--- src/rtl/kvt_pkg.sv ---
// Package for the keyed value table: request codes, controller states
// and the packed entry record. No dependencies.
package kvt_pkg;

  localparam int MAX_ENTRIES_DEF = 16;

  typedef enum logic [2:0] {
    OP_SET_BOOL     = 3'd0,
    OP_SET_SIGNED   = 3'd1,
    OP_SET_UNSIGNED = 3'd2,
    OP_GET          = 3'd3,
    OP_READ_AT      = 3'd4
  } op_t;

  typedef enum logic [2:0] {
    ST_IDLE,
    ST_SCAN,
    ST_FETCH,
    ST_FDATA,
    ST_RESP
  } state_t;

  typedef struct packed {
    logic [31:0] key;
    logic [1:0]  kind;
    logic        bval;
    logic [31:0] sval;
    logic [31:0] uval;
  } entry_t;

endpackage

--- src/rtl/kvt_ram.sv ---
// Entry memory of the keyed value table: one write port, one read port,
// registered read data. Depends on kvt_pkg for the entry record.
module kvt_ram #(
  parameter int DEPTH  = kvt_pkg::MAX_ENTRIES_DEF,
  parameter int ADDR_W = 4
) (
  input  logic                clk,
  input  logic                rd_en,
  input  logic [ADDR_W-1:0]   rd_addr,
  output kvt_pkg::entry_t     rd_data,
  input  logic                wr_en,
  input  logic [ADDR_W-1:0]   wr_addr,
  input  kvt_pkg::entry_t     wr_data
);

  kvt_pkg::entry_t mem [DEPTH];

  always_ff @(posedge clk) begin
    if (wr_en) begin
      mem[wr_addr] <= wr_data;
    end
  end

  always_ff @(posedge clk) begin
    if (rd_en) begin
      rd_data <= mem[rd_addr];
    end
  end

endmodule

--- src/rtl/keyed_value_table.sv ---
// Keyed value table: set, get and read-at requests on up to MAX_ENTRIES entries.
// Get/set scan from position 0 to a hit or the last occupied entry; read-at fetches one
// position (no read when out of range); an unused kind goes straight to the response.
// The next request is taken in the cycle after the result loads. One request in flight;
// the scan streams one entry read per cycle through the single read port of kvt_ram.
// Reset clears count, generation and control; entries stay unwritten, no clearing pass.
module keyed_value_table #(
  parameter int MAX_ENTRIES = kvt_pkg::MAX_ENTRIES_DEF
) (
  input  logic               clk,
  input  logic               rst_n,
  input  logic               in_valid,
  output logic               in_stall,
  input  logic [2:0]         in_kind,
  input  logic [31:0]        in_resource_id,
  input  logic [31:0]        in_value,
  input  logic [3:0]         in_entry_index,
  output logic               out_valid,
  input  logic               out_stall,
  output logic               out_ok,
  output logic [1:0]         out_entry_kind,
  output logic [31:0]        out_entry_key,
  output logic               out_bool_value,
  output logic signed [31:0] out_signed_value,
  output logic [31:0]        out_unsigned_value,
  output logic [4:0]         out_entry_count,
  output logic [31:0]        out_change_count
);

  localparam int IDX_W = (MAX_ENTRIES > 1) ? $clog2(MAX_ENTRIES) : 1;
  localparam int CNT_W = $clog2(MAX_ENTRIES + 1);
  localparam int CMP_W = (CNT_W > 4) ? CNT_W : 4;
  localparam logic [CNT_W-1:0] FULL_CNT = CNT_W'(MAX_ENTRIES);

  kvt_pkg::state_t state_r, state_nxt;
  logic [2:0]       kind_r;
  logic [31:0]      key_r;
  logic [31:0]      val_r;
  logic [3:0]       pos_r;
  logic [CNT_W-1:0] issue_r, issue_nxt;
  logic             pend_r, pend_nxt;
  logic [IDX_W-1:0] pend_idx_r, pend_idx_nxt;
  logic [CNT_W-1:0] occ_r, occ_nxt;
  logic [31:0]      gen_r, gen_nxt;
  logic             res_ok_r, res_ok_nxt;
  kvt_pkg::entry_t  res_ent_r, res_ent_nxt;

  logic             out_valid_r;
  logic             out_ok_r;
  kvt_pkg::entry_t  out_ent_r;
  logic [4:0]       out_cnt_r;
  logic [31:0]      out_gen_r;

  logic             rd_en;
  logic [IDX_W-1:0] rd_addr;
  kvt_pkg::entry_t  mem_q;
  logic             wr_en;
  logic [IDX_W-1:0] wr_addr;
  kvt_pkg::entry_t  upd;

  logic accept;
  logic load_out;
  logic match;
  logic scan_end;
  logic full;
  logic is_set;
  logic pos_ok;

  kvt_ram #(
    .DEPTH  (MAX_ENTRIES),
    .ADDR_W (IDX_W)
  ) u_ram (
    .clk     (clk),
    .rd_en   (rd_en),
    .rd_addr (rd_addr),
    .rd_data (mem_q),
    .wr_en   (wr_en),
    .wr_addr (wr_addr),
    .wr_data (upd)
  );

  assign in_stall = (state_r != kvt_pkg::ST_IDLE);
  assign accept   = in_valid && !in_stall;

  assign match    = pend_r && (mem_q.key == key_r);
  assign scan_end = (issue_r >= occ_r);
  assign full     = (occ_r >= FULL_CNT);
  assign is_set   = (kind_r == kvt_pkg::OP_SET_BOOL) || (kind_r == kvt_pkg::OP_SET_SIGNED) ||
                    (kind_r == kvt_pkg::OP_SET_UNSIGNED);
  assign pos_ok   = (CMP_W'(pos_r) < CMP_W'(occ_r));

  // updated entry: existing one on a hit, a cleared one on append
  always_comb begin
    upd      = match ? mem_q : '0;
    upd.key  = key_r;
    upd.kind = kind_r[1:0];
    case (kind_r)
      kvt_pkg::OP_SET_BOOL:     upd.bval = val_r[0];
      kvt_pkg::OP_SET_SIGNED:   upd.sval = val_r;
      kvt_pkg::OP_SET_UNSIGNED: upd.uval = val_r;
      default:                  upd.uval = upd.uval;
    endcase
  end

  always_comb begin
    state_nxt   = state_r;
    issue_nxt   = issue_r;
    occ_nxt     = occ_r;
    gen_nxt     = gen_r;
    res_ok_nxt  = res_ok_r;
    res_ent_nxt = res_ent_r;
    rd_en       = 1'b0;
    rd_addr     = issue_r[IDX_W-1:0];
    wr_en       = 1'b0;
    wr_addr     = pend_idx_r;
    load_out    = 1'b0;
    case (state_r)
      kvt_pkg::ST_IDLE: begin
        if (accept) begin
          issue_nxt = '0;
          if (in_kind <= kvt_pkg::OP_GET) begin
            state_nxt = kvt_pkg::ST_SCAN;
          end else if (in_kind == kvt_pkg::OP_READ_AT) begin
            state_nxt = kvt_pkg::ST_FETCH;
          end else begin
            res_ok_nxt  = 1'b0;
            res_ent_nxt = '0;
            state_nxt   = kvt_pkg::ST_RESP;
          end
        end
      end
      kvt_pkg::ST_SCAN: begin
        rd_en = !scan_end;
        if (rd_en) begin
          issue_nxt = issue_r + CNT_W'(1);
        end
        if (match || scan_end) begin
          state_nxt = kvt_pkg::ST_RESP;
          if (is_set) begin
            if (match || !full) begin
              wr_en       = 1'b1;
              wr_addr     = match ? pend_idx_r : occ_r[IDX_W-1:0];
              occ_nxt     = match ? occ_r : occ_r + CNT_W'(1);
              gen_nxt     = gen_r + 32'd1;
              res_ok_nxt  = 1'b1;
              res_ent_nxt = upd;
            end else begin
              res_ok_nxt  = 1'b0;
              res_ent_nxt = '0;
            end
          end else begin
            res_ok_nxt  = match;
            res_ent_nxt = match ? mem_q : '0;
          end
        end
      end
      kvt_pkg::ST_FETCH: begin
        if (pos_ok) begin
          rd_en     = 1'b1;
          rd_addr   = IDX_W'(pos_r);
          state_nxt = kvt_pkg::ST_FDATA;
        end else begin
          res_ok_nxt  = 1'b0;
          res_ent_nxt = '0;
          state_nxt   = kvt_pkg::ST_RESP;
        end
      end
      kvt_pkg::ST_FDATA: begin
        res_ok_nxt  = 1'b1;
        res_ent_nxt = mem_q;
        state_nxt   = kvt_pkg::ST_RESP;
      end
      kvt_pkg::ST_RESP: begin
        if (!out_valid_r || !out_stall) begin
          load_out  = 1'b1;
          state_nxt = kvt_pkg::ST_IDLE;
        end
      end
      default: state_nxt = kvt_pkg::ST_IDLE;
    endcase
    pend_nxt     = rd_en;
    pend_idx_nxt = rd_addr;
  end

  always_ff @(posedge clk) begin
    if (!rst_n) begin
      state_r     <= kvt_pkg::ST_IDLE;
      pend_r      <= 1'b0;
      occ_r       <= '0;
      gen_r       <= '0;
      out_valid_r <= 1'b0;
    end else begin
      state_r <= state_nxt;
      pend_r  <= pend_nxt;
      occ_r   <= occ_nxt;
      gen_r   <= gen_nxt;
      if (load_out) begin
        out_valid_r <= 1'b1;
      end else if (out_valid_r && !out_stall) begin
        out_valid_r <= 1'b0;
      end
    end
  end

  always_ff @(posedge clk) begin
    if (accept) begin
      kind_r <= in_kind;
      key_r  <= in_resource_id;
      val_r  <= in_value;
      pos_r  <= in_entry_index;
    end
    issue_r    <= issue_nxt;
    pend_idx_r <= pend_idx_nxt;
    res_ok_r   <= res_ok_nxt;
    res_ent_r  <= res_ent_nxt;
    if (load_out) begin
      out_ok_r  <= res_ok_r;
      out_ent_r <= res_ent_r;
      out_cnt_r <= 5'(occ_r);
      out_gen_r <= gen_r;
    end
  end

  assign out_valid          = out_valid_r;
  assign out_ok             = out_ok_r;
  assign out_entry_kind     = out_ent_r.kind;
  assign out_entry_key      = out_ent_r.key;
  assign out_bool_value     = out_ent_r.bval;
  assign out_signed_value   = out_ent_r.sval;
  assign out_unsigned_value = out_ent_r.uval;
  assign out_entry_count    = out_cnt_r;
  assign out_change_count   = out_gen_r;

  a_occ_bound: assert property (@(posedge clk) disable iff (!rst_n)
    occ_r <= FULL_CNT)
    else $error("occupancy beyond table depth");

  a_wr_in_scan: assert property (@(posedge clk) disable iff (!rst_n)
    wr_en |-> (state_r == kvt_pkg::ST_SCAN) && is_set)
    else $error("table write outside a set decision");

  a_gen_only_on_write: assert property (@(posedge clk) disable iff (!rst_n)
    !wr_en |=> $stable(gen_r))
    else $error("generation moved without a write");

  a_occ_only_on_write: assert property (@(posedge clk) disable iff (!rst_n)
    !wr_en |=> $stable(occ_r))
    else $error("occupancy moved without a write");

  a_out_from_resp: assert property (@(posedge clk) disable iff (!rst_n)
    $rose(out_valid_r) |-> $past(state_r) == kvt_pkg::ST_RESP)
    else $error("result loaded outside the response state");

endmodule
--- config.mk ---
export PLATFORM = sky130hd
export DESIGN_NAME = keyed_value_table
export DESIGN_NICKNAME = d
export VERILOG_FILES = /design/src/rtl/kvt_pkg.sv /design/src/rtl/kvt_ram.sv /design/src/rtl/keyed_value_table.sv
export SDC_FILE = /design/constraint.sdc
export NUM_CORES = 2
export LEC_CHECK = 0
export ABC_AREA = 1
export BUFFER_PORTS_ARGS = -buffer_cell sky130_fd_sc_hd__buf_2
export CAP_MARGIN = 10
export CORE_MARGIN = 1
export CORE_UTILIZATION = 40
export DETAILED_ROUTE_END_ITERATION = 10
export GPL_TIMING_DRIVEN = 0
export HOLD_SLACK_MARGIN = 0.1
export REMOVE_ABC_BUFFERS = 1
export SLEW_MARGIN = 20
export SYNTH_ARGS = -nofsm -noshare
export SYNTH_HDL_FRONTEND = slang
export SYNTH_SLANG_ARGS = --single-unit
--- constraint.sdc ---
create_clock -name clk -period 23.1 [get_ports clk]
set_input_delay 6.93 -clock clk [delete_from_list [all_inputs] [get_ports clk]]
set_output_delay 6.93 -clock clk [all_outputs]
set_load 0.01 [all_outputs]
* Word level (Yosys, flattened, before mapping)
Memory sizes are Yosys's and may differ from the RTL's. A register that Yosys moved wholly into a read port is not among the register bits. Cells that the tools add are included.
Operators by class: add/subtract/negate cells 3, magnitude comparators 4, eq/ne operators 15, multiplexer cells 48, bitwise gates (word level) 1, reduce and logical (&&, ||, !) cells 24
Operators by type and width (number):
- $mux W99 | 8
- $pmux W99 S4 | 1
- $mux W32 | 2
- $add A32 B1 Y32 const B | 1
- $eq A32 B32 Y1 | 1
- $mux W4 | 7
- $mux W1 | 18
- $mux W3 | 6
- $pmux W3 S5 | 1
- $ne A2 B2 Y1 const B | 7
- $add A5 B1 Y5 const B | 2
- $mux W5 | 2
- $pmux W5 S2 | 1
- $eq A3 B2 Y1 const B | 3
- $eq A3 B1 Y1 const B | 2
- $eq A3 B3 Y1 const B | 2
- $logic_not A3 Y1 | 2
- $reduce_and A3 Y1 | 2
- $reduce_and A6 Y1 | 1
- $ge A5 B5 Y1 | 1
- $ge A5 B5 Y1 const B | 1
- $logic_not A1 Y1 | 5
- $logic_or A1 B1 Y1 | 5
- $lt A4 B5 Y1 | 1
- 10 further kinds | 13
Word-level totals: register bits after elaboration 359, memory bits (writable) 1584, input bits 75, word-level logic and storage cells 121, memories 1
Memory list:
- u_ram.mem | words 16, width 99, read ports 1, clocked after memory_dff 1, write ports 1, RTL line kvt_ram.sv:16 | kvt_pkg::entry_t mem [DEPTH];

* Logic depth before layout (Yosys ltp)
word-level depth 9, depth in mapped cells 18, gate-level depth less buffers 15

* Modules after synthesis
From an unflattened synthesis, not the netlist that was laid out.
Unflattened totals: cell total of the unflattened synthesis 7953, area, all modules 86277.7 µm²
Modules (own cells, without submodules):
- kvt_ram | times used 1, cells each 6495, area each 70841.7 µm², sequential area each 50538.5 µm²
- keyed_value_table | times used 1, cells each 1458, area each 15436.1 µm², sequential area each 10319.9 µm²

* Least setup slack after synthesis
Ideal clock, no wire load.
kind input -> register, from input port out_stall, to register out_ent_r (netlist bit out_bool_value) (enable), library setup time 0.680 ns, data arrival time 13.542 ns, data required time 22.420 ns, path slack 8.879 ns, stages on the path 1, buffers on the path 0, path through a21oi_1
On the way: longest elaborated chain between the ends 4
Ends and longest elaborated chain:
- from (decl) | RTL line keyed_value_table.sv:19 | input logic out_stall,
- $logic_not A1 Y1 | RTL line keyed_value_table.sv:174 | if (!out_valid_r || !out_stall) begin
- $logic_or A1 B1 Y1 | RTL line keyed_value_table.sv:174
- $mux W1 | RTL line keyed_value_table.sv:174
- $mux W1 | RTL line keyed_value_table.sv:117 | case (state_r)
- to (signal assigned) | RTL line keyed_value_table.sv:218 | out_ent_r <= res_ent_r;
- to (decl) | RTL line keyed_value_table.sv:50 | kvt_pkg::entry_t out_ent_r;
Every way passes these cells. A chain may end at the register's enable or synchronous reset.

* Worst setup path in the final report
from register state_r[1], to output port in_stall
On the way: longest elaborated chain between the ends 1
Ends and longest elaborated chain:
- from (decl) | RTL line keyed_value_table.sv:35 | kvt_pkg::state_t state_r, state_nxt;
- from (signal assigned) | RTL line keyed_value_table.sv:187 | state_r <= kvt_pkg::ST_IDLE;
- from (signal assigned) | RTL line keyed_value_table.sv:193 | state_r <= state_nxt;
- $reduce_bool A3 Y1 | RTL line keyed_value_table.sv:82 | assign in_stall = (state_r != kvt_pkg::ST_IDLE);
- to (decl) | RTL line keyed_value_table.sv:13 | output logic in_stall,
Every way passes these cells.

==> results.toml <==
[outcome]
status = "finished clean"

[finish]
layout-drive-gt1-share = 0.0937
nNetsFinal = 8117
mostFrequentLayoutCells = "nand2_1, edfxtp_1, nand3_1"
largest_reg_flops = 1584
reg_top3 = "u_ram.mem x1584, res_ent_r x99, u_ram.rd_data x99"
final_common_cell = "nand2_1"
top_register = "u_ram.mem"
final_area_um2 = 100000
final_util = 0.474
areaGrowthSynthToFinish_pct = 17.7

[clock_tree]
cts_setup_buffers = 0
cts_tree = "done"
root_buffer = "clkbuf_16"
holdBufCountCts = 0
clock_latency_ps = 820
numCtsBuffers = 197
cts.clk_slew.worst_paths_ps = 70
cts_buffer_depth = 3
clock-sinks = 2042
cts.repair.resized = 0
htreeDepth = 4

[sta]
slew_headroom = 0.262
finalHoldViolCount = 0
slew_violations = 0
hold_ws_ps = 415
setup_violations = 0
period_share = 0.378
period_needed_ps = 8730
tightest_slew_ps = 1100
max_freq_mhz = 115
fin_skew_ps = 29.2
rsz0062_at_grt = "false"

[pwr]
max-vdd-ir-drop_uv = 92.8
p_leak_nw = 40.4
p_per_area_nw_per_um2 = 84.3

[global_routing]
grtUsageTotal = 0.215
grt_pass1_vias = 53800
grt_busiest_layer = "met2"
grtUsageMet1 = 0.308
grt_start_max_net_pins = 116
grt_antenna_before_repair = 10
grt_pass1_wl_mm = 346
grt_use_met3 = 0.0333
overflow = 0
met2_usage = 0.335

[logic_synthesis]
syn_area_per_cell_um2 = 11.0
yosysSeqAreaShare = 0.714
synth_cell_type_count = 38
netlist_instances = 7776
yosysWarnings = 0
syn_area_um2 = 85200
ys_ff_latch = 2042

[worst_hold_path]
min_path_type = "reg2reg"

[floorplan]
die_h_um = 464
dieArea_um2 = 215000
ioPinCount = 214
core_area_um2 = 212000
die_x_um = 464
start_util = 0.402
num_rows = 169

[setup_path]
slowest_stage = "dfxtp_1"
cp-end-kind = "primary output"
path_class = "reg2out"
slowest_delay_ps = 470
worstPathRequired_ps = 16170
cp_data_arrival_time_ps = 1800
start_kind = "register"
crit_family = "flip-flops"
path_cells = "nor3_1 > inv_1 > buf_2"
crit_fanout = 5
cp_num_buf_inv = 2

[route]
wl_per_cell_um = 21.3
vias = 57000
ant_nets = 0
wl_mm = 235
first_pass_iters = 8
drc_errors = 0
drt_iter0_drc = 6149
viasPerCell = 5.17

[placed_design]
portBuffers = 213
gp_congestion = 0.865
dp_hpwl_mm = 142
postPlaceCellArea_um2 = 94200

[job]
cap_violations = 0
-- per-layer routing --
metal	share of wire	wire length [um]
met5	0.00018	43
met4	0.028	6530
met3	0.086	20100
met2	0.46	107000
met1	0.43	101000
-- metrics by stage --
stage | total power, mW | worst slack, ps | setup TNS [ps] | cells
detailed placement | 5.43 | 13800 | 0 | 10700
finish | 8.46 | 14370 | 0 | 11000
global placement | 5.81 | -32610 | -3220930 | 10400
global route | 8.75 | 14270 | 0 | 11000
CTS | 8.50 | 14360 | 0 | 11000
floorplan | 5.19 | 4240 | 0 | 7381
-- worst reg2reg max path, stage by stage, from the launching register on --
cell and delay (ps):
edfxtp_1 660, xnor2_1 740, nand2_1 110, nor2_1 160, inv_1 50, nor2_1 110
nand3_1 480, nand2_2 760, nand2_1 140, nor2_1 480, nand3_1 440, nor2_4 660
buf_16 260, buf_16 210, buf_12 210, buf_12 210, buf_16 190, buf_16 190
-- cells in the mapped netlist --
cell	n	share of area
edfxtp_1	1996	0.70
o21ai_0	74	0.0043
o31ai_1	1	0.000088
nand3b_1	4	0.00035
o21a_1	1	0.000088
inv_1	1050	0.046
o211ai_1	99	0.0087
nor2_1	100	0.0044
nand2_2	1	0.000073
o21ai_2	1	0.00010
dfxtp_1	46	0.011
a21oi_1	40	0.0023
clkinv_1	1	0.000044
nand4_1	60	0.0044
nor3_1	22	0.0013
or2_0	2	0.00015
o21ai_1	3	0.00018
buf_6	2	0.00026
buf_4	6	0.00053
inv_2	6	0.00026
nor2_4	2	0.00026
a31oi_1	1	0.000073
and3_1	2	0.00015
nand2_1	2619	0.12
and2_1	5	0.00037
buf_2	184	0.011
clkinv_2	1	0.000059
xnor2_1	17	0.0017
ha_1	11	0.0016
a21boi_0	1	0.000088
xor2_1	22	0.0023
buf_1	49	0.0022
nor3_2	1	0.00012
nand3_1	1188	0.070
clkbuf_1	154	0.0068
o21bai_1	1	0.000088
nor4_1	2	0.00015
nor3b_1	1	0.000088
-- final cells by class --
| type | instances | area (um2) |
|---|---|---|
| clock buffers | 247 | 5210 |
| diodes | 2 | 5.00 |
| multi-input cells | 4281 | 18900 |
| fillers | 18600 | 112000 |
| repair buffers | 451 | 6920 |
| flip-flops and latches | 2042 | 60900 |
| clock inverters | 119 | 878 |
| well taps | 2821 | 3530 |
| inverters | 1058 | 4010 |
-- power by group --
group / leakage [nW] / switching (mW) / internal, mW
registers: 18.0 / 0.0689 / 4.20
logic: 19.4 / 0.737 / 0.352
clock network: 3.00 / 1.36 / 1.74
-- logic make-up after synthesis --
logic type	Yosys count	share of synthesized area
compound gates	222	0.0161
xor+xnor	39	0.00401
fa+ha+maj	11	0.00162
buf+inv	1453	0.0672
flops	2042	0.714
simple gates	4009	0.197
-- final timing paths --
| kind | from | to | slack, ps | cells after the start |
|---|---|---|---|---|
| hold / removal | res_ent_r[89] | out_entry_key[22] | 410 | 0 |
| hold reg to reg | res_ent_r[89] | out_entry_key[22] | 410 | 0 |
| setup / recovery | state_r[1] | in_stall | 14370 | 3 |
| setup reg to reg | key_r[22] | u_ram.mem[7][1] | 16710 | 17 |
(Power assumes the default switching activity.)
